--- config.mk ---
export PLATFORM = sky130hd
export DESIGN_NAME = command_gated_block_averager_top_flat
export DESIGN_NICKNAME = d
export VERILOG_FILES = /design/src/rtl/cgba_pkg.sv /design/src/rtl/cgba_ifs.sv /design/src/rtl/cgba_queue.sv /design/src/rtl/cgba_front.sv /design/src/rtl/cgba_divider.sv /design/src/rtl/cgba_back.sv /design/src/rtl/command_gated_block_averager_top.sv /design/src/flat_wrapper.sv
export SDC_FILE = /design/constraint.sdc
export NUM_CORES = 1
export LEC_CHECK = 0
export BUFFER_PORTS_ARGS = -buffer_cell sky130_fd_sc_hd__buf_2
export CELL_PAD_IN_SITES_DETAIL_PLACEMENT = 1
export CELL_PAD_IN_SITES_GLOBAL_PLACEMENT = 2
export CORE_ASPECT_RATIO = 0.8
export CORE_MARGIN = 1.5
export CORE_UTILIZATION = 42
export DETAILED_ROUTE_END_ITERATION = 10
export PLACE_DENSITY = 0.81
export RECOVER_POWER = 100
export SYNTH_ARGS = -nofsm -noshare
export SYNTH_HDL_FRONTEND = slang
export SYNTH_SLANG_ARGS = --single-unit
--- constraint.sdc ---
create_clock -name clk -period 11.1 [get_ports clk]
set_input_delay 0.555 -clock clk [delete_from_list [all_inputs] [get_ports clk]]
set_output_delay 0.555 -clock clk [all_outputs]
set_load 0.05 [all_outputs]
--- src/rtl/cgba_pkg.sv ---
// Shared types, constants and lookup functions for the command-gated block averager.
// No dependencies; every other file refers to it by scoped names.
`default_nettype none

package cgba_pkg;

  localparam int SAMPLE_BITS   = 10;
  localparam int BYTE_BITS     = 8;
  localparam int KIND_BITS     = 2;
  localparam int LINE_CAPACITY = 15;
  localparam int LINE_BITS     = $clog2(LINE_CAPACITY + 1);
  localparam int WINDOW_BITS   = 13;
  localparam int WINDOW_MAX    = 4096;
  localparam int WINDOW_RESET  = 1200;
  localparam int SUM_BITS      = SAMPLE_BITS + $clog2(WINDOW_MAX);
  localparam int DIV_STEPS     = SUM_BITS;
  localparam int DIV_CNT_BITS  = $clog2(DIV_STEPS + 1);
  localparam int QUEUE_DEPTH   = 2;  // power of two: pointers wrap naturally
  localparam int QPTR_BITS     = $clog2(QUEUE_DEPTH);
  localparam int QCNT_BITS     = $clog2(QUEUE_DEPTH + 1);

  localparam logic [BYTE_BITS-1:0] PRINT_LO = 8'h20;
  localparam logic [BYTE_BITS-1:0] PRINT_HI = 8'h7E;

  localparam int START_LEN = 5;
  localparam int STOP_LEN  = 4;

  typedef enum logic [1:0] {
    OP_SAMPLE = 2'd0,
    OP_START  = 2'd1,
    OP_STOP   = 2'd2
  } op_t;

  typedef enum logic [KIND_BITS-1:0] {
    KIND_MEAN  = 2'd0,
    KIND_START = 2'd1,
    KIND_STOP  = 2'd2
  } kind_t;

  typedef enum logic {
    BK_IDLE,
    BK_DIVIDE
  } back_state_t;

  typedef struct packed {
    op_t                    op;
    logic [SAMPLE_BITS-1:0] sample;
  } entry_t;

  function automatic logic [BYTE_BITS-1:0] start_char(input logic [LINE_BITS-1:0] idx);
    logic [BYTE_BITS-1:0] c;
    case (idx)
      LINE_BITS'(0): c = "S";
      LINE_BITS'(1): c = "T";
      LINE_BITS'(2): c = "A";
      LINE_BITS'(3): c = "R";
      LINE_BITS'(4): c = "T";
      default:       c = '0;
    endcase
    return c;
  endfunction

  function automatic logic [BYTE_BITS-1:0] stop_char(input logic [LINE_BITS-1:0] idx);
    logic [BYTE_BITS-1:0] c;
    case (idx)
      LINE_BITS'(0): c = "S";
      LINE_BITS'(1): c = "T";
      LINE_BITS'(2): c = "O";
      LINE_BITS'(3): c = "P";
      default:       c = '0;
    endcase
    return c;
  endfunction

endpackage

`default_nettype wire

--- src/rtl/cgba_ifs.sv ---
// Channel interfaces: input items, result items and the configuration write.
// Depends on cgba_pkg for field widths.
`default_nettype none

interface cgba_item_if;
  logic                              valid;
  logic                              ready;
  logic                              func;
  logic [cgba_pkg::SAMPLE_BITS-1:0]  sample;
  logic [cgba_pkg::BYTE_BITS-1:0]    rx_byte;
  modport source (output valid, func, sample, rx_byte, input ready);
  modport sink   (input valid, func, sample, rx_byte, output ready);
endinterface

interface cgba_result_if;
  logic                              valid;
  logic                              ready;
  logic [cgba_pkg::KIND_BITS-1:0]    kind;
  logic [cgba_pkg::SAMPLE_BITS-1:0]  mean;
  modport source (output valid, kind, mean, input ready);
  modport sink   (input valid, kind, mean, output ready);
endinterface

interface cgba_cfg_if;
  logic                              valid;
  logic                              ready;
  logic [cgba_pkg::WINDOW_BITS-1:0]  data;
  modport source (output valid, data, input ready);
  modport sink   (input valid, data, output ready);
endinterface

`default_nettype wire

--- src/rtl/cgba_queue.sv ---
// Short FIFO of classified operations between the front and back ends.
// Depends on cgba_pkg for the entry type and depth.
`default_nettype none

module cgba_queue (
  input  wire                  clk,
  input  wire                  rst,
  input  wire                  push,
  input  cgba_pkg::entry_t     push_entry,
  output logic                 full,
  input  wire                  pop,
  output cgba_pkg::entry_t     head,
  output logic                 nonempty
);

  cgba_pkg::entry_t                 entries [cgba_pkg::QUEUE_DEPTH];
  logic [cgba_pkg::QPTR_BITS-1:0]   wr_ptr;
  logic [cgba_pkg::QPTR_BITS-1:0]   rd_ptr;
  logic [cgba_pkg::QCNT_BITS-1:0]   count;

  assign full     = (count == cgba_pkg::QCNT_BITS'(cgba_pkg::QUEUE_DEPTH));
  assign nonempty = (count != '0);
  assign head     = entries[rd_ptr];

  always_ff @(posedge clk) begin
    if (push) begin
      entries[wr_ptr] <= push_entry;
    end
  end

  always_ff @(posedge clk) begin
    if (rst) begin
      wr_ptr <= '0;
      rd_ptr <= '0;
      count  <= '0;
    end else begin
      if (push) begin
        wr_ptr <= wr_ptr + 1'b1;
      end
      if (pop) begin
        rd_ptr <= rd_ptr + 1'b1;
      end
      case ({push, pop})
        2'b10:   count <= count + 1'b1;
        2'b01:   count <= count - 1'b1;
        default: count <= count;
      endcase
    end
  end

endmodule

`default_nettype wire

--- src/rtl/cgba_front.sv ---
// Front end: accepts items, tracks the command line and classifies each item.
// Depends on cgba_pkg and cgba_ifs; feeds cgba_queue.
`default_nettype none

module cgba_front (
  input  wire                  clk,
  input  wire                  rst,
  cgba_item_if.sink            items,
  input  wire                  q_full,
  output logic                 push,
  output cgba_pkg::entry_t     push_entry
);

  logic [cgba_pkg::LINE_BITS-1:0] line_length;
  logic                           start_ok;
  logic                           stop_ok;

  logic                           accept;
  logic                           printable;
  logic [cgba_pkg::LINE_BITS-1:0] len_inc;
  logic                           st_hit;
  logic                           sp_hit;
  logic                           is_start;
  logic                           is_stop;
  logic                           line_full;

  assign items.ready = !q_full;
  assign accept      = items.valid && items.ready;

  always_comb begin
    printable = (items.rx_byte >= cgba_pkg::PRINT_LO) && (items.rx_byte <= cgba_pkg::PRINT_HI);
    len_inc   = line_length + 1'b1;
    // prefix flags only count once the line holds at least one character
    st_hit    = (line_length < cgba_pkg::LINE_BITS'(cgba_pkg::START_LEN))
             && (items.rx_byte == cgba_pkg::start_char(line_length))
             && ((line_length == '0) || start_ok);
    sp_hit    = (line_length < cgba_pkg::LINE_BITS'(cgba_pkg::STOP_LEN))
             && (items.rx_byte == cgba_pkg::stop_char(line_length))
             && ((line_length == '0) || stop_ok);
    is_start  = st_hit && (len_inc == cgba_pkg::LINE_BITS'(cgba_pkg::START_LEN));
    is_stop   = sp_hit && (len_inc == cgba_pkg::LINE_BITS'(cgba_pkg::STOP_LEN));
    line_full = (len_inc == cgba_pkg::LINE_BITS'(cgba_pkg::LINE_CAPACITY));
  end

  always_comb begin
    push              = accept && (!items.func || (printable && (is_start || is_stop)));
    push_entry.sample = items.sample;
    if (!items.func) begin
      push_entry.op = cgba_pkg::OP_SAMPLE;
    end else if (is_start) begin
      push_entry.op = cgba_pkg::OP_START;
    end else begin
      push_entry.op = cgba_pkg::OP_STOP;
    end
  end

  always_ff @(posedge clk) begin
    if (rst) begin
      line_length <= '0;
      start_ok    <= 1'b0;
      stop_ok     <= 1'b0;
    end else if (accept && items.func && printable) begin
      start_ok <= st_hit;
      stop_ok  <= sp_hit;
      // drop the line on a match or once it fills up
      if (is_start || is_stop || line_full) begin
        line_length <= '0;
      end else begin
        line_length <= len_inc;
      end
    end
  end

endmodule

`default_nettype wire

--- src/rtl/cgba_divider.sv ---
// Restoring divider, one quotient bit per cycle, for the window mean.
// Depends on cgba_pkg for the sum and window widths.
`default_nettype none

module cgba_divider (
  input  wire                                clk,
  input  wire                                rst,
  input  wire                                start,
  input  wire [cgba_pkg::SUM_BITS-1:0]       dividend,
  input  wire [cgba_pkg::WINDOW_BITS-1:0]    divisor,
  output logic                               done,
  output logic [cgba_pkg::SUM_BITS-1:0]      quotient
);

  logic [cgba_pkg::WINDOW_BITS-1:0]   rem;
  logic [cgba_pkg::WINDOW_BITS-1:0]   dvs;
  logic [cgba_pkg::DIV_CNT_BITS-1:0]  cnt;
  logic [cgba_pkg::WINDOW_BITS:0]     trial;
  logic                               fits;

  always_comb begin
    trial = {rem, quotient[cgba_pkg::SUM_BITS-1]};
    fits  = (trial >= {1'b0, dvs});
  end

  always_ff @(posedge clk) begin
    if (start) begin
      rem      <= '0;
      dvs      <= divisor;
      quotient <= dividend;
    end else if (cnt != '0) begin
      quotient <= {quotient[cgba_pkg::SUM_BITS-2:0], fits};
      if (fits) begin
        rem <= cgba_pkg::WINDOW_BITS'(trial - {1'b0, dvs});
      end else begin
        rem <= trial[cgba_pkg::WINDOW_BITS-1:0];
      end
    end
  end

  always_ff @(posedge clk) begin
    if (rst) begin
      cnt  <= '0;
      done <= 1'b0;
    end else if (start) begin
      cnt  <= cgba_pkg::DIV_CNT_BITS'(cgba_pkg::DIV_STEPS);
      done <= 1'b0;
    end else begin
      done <= (cnt == cgba_pkg::DIV_CNT_BITS'(1));
      if (cnt != '0) begin
        cnt <= cnt - 1'b1;
      end
    end
  end

endmodule

`default_nettype wire

--- src/rtl/cgba_back.sv ---
// Back end: runs queued operations, keeps the window sum and the enable flag,
// and owns the result register. Depends on cgba_pkg, cgba_ifs and cgba_divider.
`default_nettype none

module cgba_back (
  input  wire                              clk,
  input  wire                              rst,
  input  cgba_pkg::entry_t                 head,
  input  wire                              q_valid,
  output logic                             pop,
  input  wire [cgba_pkg::WINDOW_BITS-1:0]  window_length,
  cgba_result_if.source                    results
);

  cgba_pkg::back_state_t              state;
  cgba_pkg::back_state_t              state_next;
  logic                               enabled;
  logic [cgba_pkg::SUM_BITS-1:0]      sum;
  logic [cgba_pkg::WINDOW_BITS-1:0]   tally;
  logic                               out_valid;
  cgba_pkg::kind_t                    out_kind;
  logic [cgba_pkg::SAMPLE_BITS-1:0]   out_mean;

  logic [cgba_pkg::SUM_BITS-1:0]      sum_next;
  logic [cgba_pkg::WINDOW_BITS-1:0]   tally_next;
  logic [cgba_pkg::WINDOW_BITS-1:0]   win_eff;
  logic                               window_hit;
  logic                               slot_free;
  logic                               div_start;
  logic                               div_done;
  logic [cgba_pkg::SUM_BITS-1:0]      quotient;

  assign results.valid = out_valid;
  assign results.kind  = out_kind;
  assign results.mean  = out_mean;

  always_comb begin
    if (window_length == '0) begin
      win_eff = cgba_pkg::WINDOW_BITS'(1);
    end else if (window_length > cgba_pkg::WINDOW_BITS'(cgba_pkg::WINDOW_MAX)) begin
      win_eff = cgba_pkg::WINDOW_BITS'(cgba_pkg::WINDOW_MAX);
    end else begin
      win_eff = window_length;
    end
    sum_next   = sum + cgba_pkg::SUM_BITS'(head.sample);
    tally_next = tally + 1'b1;
    window_hit = (tally_next >= win_eff);
  end

  // outputs of the sequencer
  always_comb begin
    slot_free = !out_valid || results.ready;
    pop       = (state == cgba_pkg::BK_IDLE) && q_valid && slot_free;
    div_start = pop && (head.op == cgba_pkg::OP_SAMPLE) && enabled && window_hit;
  end

  always_comb begin
    state_next = state;
    unique case (state)
      cgba_pkg::BK_IDLE: begin
        if (div_start) begin
          state_next = cgba_pkg::BK_DIVIDE;
        end
      end
      cgba_pkg::BK_DIVIDE: begin
        if (div_done) begin
          state_next = cgba_pkg::BK_IDLE;
        end
      end
      default: state_next = cgba_pkg::BK_IDLE;
    endcase
  end

  cgba_divider u_divider (
    .clk      (clk),
    .rst      (rst),
    .start    (div_start),
    .dividend (sum_next),
    .divisor  (tally_next),
    .done     (div_done),
    .quotient (quotient)
  );

  always_ff @(posedge clk) begin
    if (rst) begin
      state     <= cgba_pkg::BK_IDLE;
      enabled   <= 1'b0;
      sum       <= '0;
      tally     <= '0;
      out_valid <= 1'b0;
    end else begin
      state <= state_next;
      if (results.valid && results.ready) begin
        out_valid <= 1'b0;
      end
      if (pop) begin
        case (head.op)
          cgba_pkg::OP_SAMPLE: begin
            if (enabled) begin
              if (window_hit) begin
                sum   <= '0;
                tally <= '0;
              end else begin
                sum   <= sum_next;
                tally <= tally_next;
              end
            end
          end
          cgba_pkg::OP_START: begin
            enabled   <= 1'b1;
            out_valid <= 1'b1;
          end
          cgba_pkg::OP_STOP: begin
            enabled   <= 1'b0;
            sum       <= '0;
            tally     <= '0;
            out_valid <= 1'b1;
          end
          default: begin
          end
        endcase
      end
      if ((state == cgba_pkg::BK_DIVIDE) && div_done) begin
        out_valid <= 1'b1;
      end
    end
  end

  // result payload
  always_ff @(posedge clk) begin
    if (pop && (head.op == cgba_pkg::OP_START)) begin
      out_kind <= cgba_pkg::KIND_START;
      out_mean <= '0;
    end else if (pop && (head.op == cgba_pkg::OP_STOP)) begin
      out_kind <= cgba_pkg::KIND_STOP;
      out_mean <= '0;
    end else if ((state == cgba_pkg::BK_DIVIDE) && div_done) begin
      out_kind <= cgba_pkg::KIND_MEAN;
      out_mean <= quotient[cgba_pkg::SAMPLE_BITS-1:0];
    end
  end

  a_tally_bound: assert property (@(posedge clk) disable iff (rst)
    tally < cgba_pkg::WINDOW_BITS'(cgba_pkg::WINDOW_MAX))
    else $error("window tally reached the maximum window without emitting");

  a_no_pop_dividing: assert property (@(posedge clk) disable iff (rst)
    (state == cgba_pkg::BK_DIVIDE) |-> !pop)
    else $error("queue popped while a mean is being divided");

  a_done_in_divide: assert property (@(posedge clk) disable iff (rst)
    div_done |-> (state == cgba_pkg::BK_DIVIDE))
    else $error("divider finished outside the divide state");

  a_disabled_clear: assert property (@(posedge clk) disable iff (rst)
    !enabled |-> ((sum == '0) && (tally == '0)))
    else $error("sum or tally nonzero while sampling is disabled");

  a_slot_free_on_load: assert property (@(posedge clk) disable iff (rst)
    div_start |=> !out_valid || (state == cgba_pkg::BK_DIVIDE))
    else $error("result register busy when a division started");

endmodule

`default_nettype wire

--- src/rtl/command_gated_block_averager_top.sv ---
// Command-gated block averager: samples are averaged over a programmable
// window once a START command line is received, and STOP halts sampling.
// An item costs one cycle at the input while the two-entry operation queue
// has room. The back end retires one queued operation per cycle while the
// result register is free or being taken, except a sample that completes a
// window: it holds the back end through its own pop, the restoring divider
// working out the quotient bit by bit, and the loading of the result.
// During that time, and while a result waits to be taken, the front end keeps
// accepting items until the queue fills. Command bytes outside 0x20..0x7E are
// ignored; a line of 15 characters without a match is dropped. Window lengths
// of 0 act as 1 and values above 4096 act as 4096.
// Depends on cgba_pkg, cgba_ifs, cgba_front, cgba_queue, cgba_back.
`default_nettype none

module command_gated_block_averager_top (
  input  wire            clk,
  input  wire            rst,
  cgba_item_if.sink      items,
  cgba_result_if.source  results,
  cgba_cfg_if.sink       cfg
);

  logic [cgba_pkg::WINDOW_BITS-1:0] window_length;
  logic                             push;
  cgba_pkg::entry_t                 push_entry;
  logic                             q_full;
  logic                             pop;
  cgba_pkg::entry_t                 head;
  logic                             q_valid;

  assign cfg.ready = 1'b1;

  always_ff @(posedge clk) begin
    if (rst) begin
      window_length <= cgba_pkg::WINDOW_BITS'(cgba_pkg::WINDOW_RESET);
    end else if (cfg.valid && cfg.ready) begin
      window_length <= cfg.data;
    end
  end

  cgba_front u_front (
    .clk        (clk),
    .rst        (rst),
    .items      (items),
    .q_full     (q_full),
    .push       (push),
    .push_entry (push_entry)
  );

  cgba_queue u_queue (
    .clk        (clk),
    .rst        (rst),
    .push       (push),
    .push_entry (push_entry),
    .full       (q_full),
    .pop        (pop),
    .head       (head),
    .nonempty   (q_valid)
  );

  cgba_back u_back (
    .clk           (clk),
    .rst           (rst),
    .head          (head),
    .q_valid       (q_valid),
    .pop           (pop),
    .window_length (window_length),
    .results       (results)
  );

endmodule

`default_nettype wire
--- src/flat_wrapper.sv ---
// flat-port wrapper written by rule: the top's interface ports become plain ports
module command_gated_block_averager_top_flat 
  (clk, rst, items_valid, items_func, items_sample, items_rx_byte, items_ready, results_valid, results_kind, results_mean, results_ready, cfg_valid, cfg_data, cfg_ready);
  cgba_item_if items_i ();
  cgba_result_if results_i ();
  cgba_cfg_if cfg_i ();
  input  wire clk;
  input  wire rst;
  input wire logic [$bits(items_i.valid)-1:0] items_valid;
  input wire logic [$bits(items_i.func)-1:0] items_func;
  input wire logic [$bits(items_i.sample)-1:0] items_sample;
  input wire logic [$bits(items_i.rx_byte)-1:0] items_rx_byte;
  output wire logic [$bits(items_i.ready)-1:0] items_ready;
  output wire logic [$bits(results_i.valid)-1:0] results_valid;
  output wire logic [$bits(results_i.kind)-1:0] results_kind;
  output wire logic [$bits(results_i.mean)-1:0] results_mean;
  input wire logic [$bits(results_i.ready)-1:0] results_ready;
  input wire logic [$bits(cfg_i.valid)-1:0] cfg_valid;
  input wire logic [$bits(cfg_i.data)-1:0] cfg_data;
  output wire logic [$bits(cfg_i.ready)-1:0] cfg_ready;
  assign items_i.valid = items_valid;
  assign items_i.func = items_func;
  assign items_i.sample = items_sample;
  assign items_i.rx_byte = items_rx_byte;
  assign items_ready = items_i.ready;
  assign results_valid = results_i.valid;
  assign results_kind = results_i.kind;
  assign results_mean = results_i.mean;
  assign results_i.ready = results_ready;
  assign cfg_i.valid = cfg_valid;
  assign cfg_i.data = cfg_data;
  assign cfg_ready = cfg_i.ready;
  command_gated_block_averager_top u_core (.clk(clk), .rst(rst), .items(items_i), .results(results_i), .cfg(cfg_i));
endmodule
# Word level (Yosys, flattened, before mapping)
# Memory sizes are Yosys's and may differ from the RTL's. A register that Yosys moved wholly into a read port is not among the register bits.
# Index checks and enable logic that the tools add are counted.
[op_classes]
n_lt_le_gt_ge = 7
muxes = 33
bitwise = 1
n_eq_ne = 16
n_addsub = 9
n_reduce_logical = 46
[op_table]
columns = ["operator", "n"]
rows = [
  ["$mux W22", 4],
  ["$mux W13", 5],
  ["$pmux W7 S4", 2],
  ["$pmux W22 S2", 1],
  ["$pmux W13 S2", 1],
  ["$add A22 B10 Y22", 1],
  ["$logic_and A1 B1 Y1", 21],
  ["$eq A8 B8 Y1", 2],
  ["$ge A14 B13 Y1", 1],
  ["$add A13 B1 Y13 const B", 1],
  ["$ge A13 B13 Y1", 1],
  ["$gt A13 B13 Y1 const B", 1],
  ["$logic_not A13 Y1", 1],
  ["$sub A13 B13 Y13", 1],
  ["$eq A4 B3 Y1 const B", 3],
  ["$reduce_bool A2 Y1", 6],
  ["$mux W1", 10],
  ["$mux W5", 2],
  ["$eq A4 B2 Y1 const B", 2],
  ["$ge A8 B6 Y1 const B", 1],
  ["$le A8 B7 Y1 const B", 1],
  ["$lt A4 B3 Y1 const B", 2],
  ["$mux W2", 4],
  ["$reduce_or A2 Y1", 4],
  ["other kinds (22)", 34],
]
[totals]
ramBits = 24
elab_cells = 133
memories = 1
inputBits = 37
output_inout_bits = 15
reg_bits = 127
[mem_list]
columns = ["name", "depth", "width", "read_ports", "rd_clocked_by_memory_dff", "write_ports", "line", "rtl"]
rows = [
  ["u_core.u_queue.entries", 2, 12, 1, 1, 1, "cgba_queue.sv:16", "cgba_pkg::entry_t entries [cgba_pkg::QUEUE_DEPTH];"],
]

# Logic depth before layout (Yosys ltp)
[depth]
word_depth = 13
depth_mapped = 16
depth_no_buf = 15

# Cells and area by module
# Synthesis repeated with hierarchy kept, for this count alone.
[unflattened]
hier_cells = 897
hier_area_um2 = 8682.1
[by_module_without_submodules]
columns = ["mod", "instances", "cells_each", "area_each_um2"]
rows = [
  ["cgba_back", 1, 402, 3259.4],
  ["cgba_divider", 1, 267, 2992.9],
  ["cgba_queue", 1, 59, 1068.5],
  ["cgba_front", 1, 125, 869.6],
  ["command_gated_block_averager_top", 1, 44, 491.7],
]

# Least setup slack after synthesis
# No wires, ideal clock.
[synth_timing]
path_type = "register -> register"
startpoint = "register u_core.u_back.tally[0] (netlist name)"
endpoint = "register u_core.u_back.u_divider.quotient[0] (netlist name) (enable)"
setup_time_ns = 0.379
path_slack_ns = 7.153
t_required_ns = 10.721
path_buffers = 2
path_stages_with_launch = 15
arrival_time_ns = 3.569
cell_sequence = "dfxtp_1 ha_1 and3_1 and3_1 and3_1 and3_1 xor2_1 ha_1 nand2_1 or4_1 nand3_1 nand4_1 buf_2 clkbuf_1 nand2_1"
[synth_via]
elab_chain_cells = 4
[synth_rtl]
columns = ["element", "line", "rtl"]
rows = [
  ["start, declared", "cgba_back.sv:19", "logic [cgba_pkg::WINDOW_BITS-1:0] tally;"],
  ["start signal, assigned", "cgba_back.sv:105", "tally <= tally_next;"],
  ["$add A13 B1 Y13", "cgba_back.sv:46", "tally_next = tally + 1'b1;"],
  ["named net u_core.u_back.tally_next (one bit)", "cgba_back.sv:25", "logic [cgba_pkg::WINDOW_BITS-1:0] tally_next;"],
  ["$ge A13 B13 Y1", "cgba_back.sv:47", "window_hit = (tally_next >= win_eff);"],
  ["$logic_and A1 B1 Y1", "cgba_back.sv:54", "div_start = pop && (head.op == cgba_pkg::OP_SAMPLE) && enabled && window_hit;"],
  ["$reduce_bool A2 Y1 (no source line)", "--", ""],
  ["end signal, assigned", "cgba_divider.sv:30", "quotient <= dividend;"],
  ["end signal, assigned", "cgba_divider.sv:32", "quotient <= {quotient[cgba_pkg::SUM_BITS-2:0], fits};"],
  ["end, declared", "cgba_divider.sv:12", "output logic [cgba_pkg::SUM_BITS-1:0] quotient"],
]
# The timed path passes the listed nets, and every way through them passes these cells.
# A chain may end at the register's enable or synchronous reset.

# Worst setup path after layout
[layout_timing]
startpoint = "register u_core.u_back.tally[0] (netlist name)"
endpoint = "register u_core.u_back.u_divider.quotient[9] (netlist name), data pin"
[layout_via]
elab_chain_cells = 4
[layout_rtl]
columns = ["element", "line", "rtl"]
rows = [
  ["$add A13 B1 Y13", "cgba_back.sv:46", ""],
  ["named net u_core.u_back.tally_next (one bit)", "cgba_back.sv:25", ""],
  ["$ge A13 B13 Y1", "cgba_back.sv:47", ""],
  ["$logic_and A1 B1 Y1", "cgba_back.sv:54", ""],
  ["$mux W22", "cgba_divider.sv:27", "if (start) begin"],
]
# The timed path passes the listed nets, and every way through them passes these cells.

==> metrics.yaml <==
clock_tree:
  clock_path_buffers: 2
  holdBufCountCts: 0
  ctsResizeCount: 0
  clkTransAtPathRegs_ns: 0.07
  cts-root-buf: "clkbuf_16"
  htreeDepth: 4
  cts.sinks: 152
  cts_setup_buffers: 0
  worstSkewPairLatency_ns: 0.44
  cts_tree: "done"
  numCtsBuffers: 17
cells_and_area:
  fill_cells: 2321
  layout_commonest_cell: "nand2_1"
  fin_util: 0.477
  syn2layout_area_growth_pct: 11.0
  final_cell_mix: "95 x nand2_1, 93 x dfxtp_1, 79 x nor2_1"
  n_antenna_cell: 0
  drive_gt1_frac: 0.102
  nets: 1036
route:
  vias: 7019
  drt_first_pass_iters: 5
  dr.first_iter.drc_count: 401
  vias_per_cell: 5.73
  drc: 0
  ant_nets: 0
  avgRoutedWirePerCell_um: 18.7
  routed_wl_mm: 22.9
worst_setup_path:
  crit_path_start_kind: "flop"
  critPathCapture: "u_core.u_back.u_divider.quotient[9]"
  critPathTopFamily: "buffers and inverters"
  reg2reg_slack_ns: 4.77
  crit_fanout: 48
  worstPathRequired_ns: 11.28
  crit_path_top_delay_cell: "clkbuf_1"
  r2r-start: "u_core.u_back.tally[0]"
  critPathKind: "flop to flop"
  startpoint: "u_core.u_back.tally[0]"
  worst_ep_arrival_time_ns: 6.51
  r2r_cells: 14
  r2r-end: "u_core.u_back.u_divider.quotient[9]"
  path_common_cell: "and3_1"
  cp-end-kind: "flop"
  critPathBufInv: 2
  path_depth: 14
  crit_path_cell_trace: "ha_1, and3_1, and3_1, and3_1, xor2_1, ha_1, a211oi_1, o21ai_0, a221oi_1, nand3_1, nand4_1, clkbuf_1, inv_1, mux2_1"
  slowest_delay_ns: 1.40
synthesis:
  ys_warn_count: 0
  synth_top_family_by_area: "simple AND/OR/NAND/NOR gates"
  syn_nets: 1010
  syn_avg_cell_area_um2: 9.29
  synth_enable_flop_cells: 59
  synth-seq-area-share: 0.424
  synth_fa_ha_area_frac: 0.0763
  synth_cell_types: 84
  ys_async_sr_fraction: 0
  muxShareOfSynthArea: 0.0463
  synth-simple-area-share: 0.188
  synth_area_um2: 8560
  synth_seq_cells: 152
  synth_compound_area_frac: 0.182
  synth_flop_cell: "dfxtp_1"
  synthXorXnorAreaFrac: 0.0389
  synthCells: 922
timing:
  fin_crit_ns: 6.33
  fin_tns_setup_ns: 0
  setup_viol: 0
  slew_headroom: -1.29
  fmax_ghz: 0.158
  fin_skew_ns: 0.0136
  fin_crit_sh: 0.570
  fin_ws_ns: 4.77
  slew_violations: 121
  max_slew.worst_pin.slew_ns: 3.44
  finalHoldViolCount: 0
  rsz0062_at_grt: "false"
  whs_ns: 0.305
placement:
  gp_congestion: 0.797
  port_buffers: 50
  hpwl_mm: 16.7
  dpl_worst_slack_ns: 6.47
floorplanning:
  dieWidth_um: 163
  coreArea_um2: 19900
  num_rows: 46
  dieArea_um2: 21300
  ios: 52
  fp.dieH_um: 131
  start_util: 0.430
status:
  status: "finished, violations left"
  violations: "capacitance limit, slew limit"
global_route:
  antenna_found_initial: 1
  grt.total_usage: 0.224
  grt_pass1_wl_mm: 37.1
  grt_overflow: 0
  grt_max_degree: 72
  grt_pass1_vias: 7148
power_and_ir_drop:
  power_mw: 2.09
  irDropWorstVdd_mv: 0.115
  p_leak_nw: 3.84
  pwr_density_cell_nw_per_um2: 220
hold_path:
  hold_path.class: "input port to flop"
job:
  drv_cap: 2
## where the power goes
part           internal (mW)  total, mW  switching (mW)
combinational          0.251      0.698           0.447
clock                  0.341      0.605           0.264
sequential             0.717      0.789          0.0717
total                   1.31       2.09           0.782
## worst reg2reg max path, cell delays in order (launching register included)
cell and delay (ns):
dfxtp_1 0.42, ha_1 0.26, and3_1 0.24, and3_1 0.26, and3_1 0.28, xor2_1 0.27, ha_1 0.31, a211oi_1 0.28
o21ai_0 0.17, a221oi_1 0.32, nand3_1 0.13, nand4_1 0.14, clkbuf_1 1.40, inv_1 1.02, mux2_1 0.56
## worst min-delay path by stage
stage          cells past startpoint                            end                           from
3_3_place_gp                       2  u_core.u_back.results.mean[7]  u_core.u_back.results.mean[7]
2_1_floorplan                      2           u_core.u_back.sum[7]           u_core.u_back.sum[7]
3_5_place_dp                       2  u_core.u_back.results.mean[3]  u_core.u_back.results.mean[3]
6_report                           1   u_core.u_queue.entries[0][5]                items_sample[5]
5_1_grt                            1   u_core.u_queue.entries[0][6]                items_sample[6]
4_1_cts                            1   u_core.u_queue.entries[1][5]                items_sample[5]
## cells by family after synthesis
| kind of cell | after synthesis |
|---|---|
| xor gates and xnor gates | 38 |
| muxes | 37 |
| AOI/OAI and AO/OA | 237 |
| other | 1 |
| DFF | 152 |
| and+or+nand+nor | 320 |
| adders and majority gates | 51 |
| buffers and inverters | 86 |
## synth_stat cells, types with 3 or more instances
library cell,instances,share of area
nand2_1,95,0.042
dfxtp_1,93,0.22
nor2_1,79,0.035
a21oi_1,70,0.041
edfxtp_1,59,0.21
o21ai_0,58,0.034
ha_1,49,0.072
inv_1,38,0.017
clkbuf_1,28,0.012
nor3_1,26,0.015
nand3_1,20,0.012
mux2i_1,19,0.022
xnor2_1,19,0.019
xor2_1,19,0.019
and3_1,15,0.011
mux2_2,15,0.020
nand2b_1,13,0.0095
a31oi_1,11,0.0080
a211oi_1,10,0.0088
a22oi_1,10,0.0088
a21o_1,9,0.0079
nor2b_1,9,0.0066
o211a_1,9,0.011
or3_1,9,0.0066
nand4_1,8,0.0058
a311oi_1,7,0.0072
nand3b_1,7,0.0061
nor4_1,7,0.0051
o21a_1,7,0.0061
buf_1,6,0.0026
a211o_1,5,0.0051
and2_1,5,0.0037
buf_2,5,0.0029
nor3b_1,5,0.0044
o31ai_1,5,0.0044
buf_4,4,0.0035
nor4b_1,4,0.0041
o211ai_1,4,0.0035
nand4b_1,3,0.0031
o2111ai_1,3,0.0031
## sequential cells by signal, indices dropped and copies added, names as in the netlist, 5 cells and up, named ones only
signal,cells
u_core.u_queue.entries,24
u_core.u_back.tally,13
u_core.u_back.u_divider.cnt,5
u_core.u_back.u_divider.rem,13
u_core.u_back.u_divider.dvs,13
u_core.window_length,13
u_core.u_back.u_divider.quotient,22
u_core.u_back.sum,22
u_core.u_back.results.mean,10
## per-layer routing
metal | part of all wire | up-vias | GRT usage
met1 | 0.49 | 3472 | 0.308
met3 | 0.033 | 21 | 0.0417
met4 | 0.010 | 0 | 0.0453
met5 | 0 | - | 0
li1 | - | 3405 | -
met2 | 0.46 | 121 | 0.370
## per-stage QoR
stage | std cells | cell area (um^2)
2_1_floorplan | 922 | 8560
3_5_place_dp | 1193 | 8950
3_3_place_gp | 1193 | 8950
5_1_grt | 1225 | 9510
6_report | 1225 | 9510
4_1_cts | 1225 | 9560
## area by class of cell
cell class                      instances  area (um^2)  share of cell area
Clock buffer                           17          425              0.0448
Clock inverter                         15          181              0.0191
Inverter                               39          146              0.0154
Multi-Input combinational cell        684         4540               0.477
Sequential cell                       152         3630               0.382
Tap cell                              264          330              0.0348
Timing Repair Buffer                   54          250              0.0263
(Power assumes the default switching activity.)
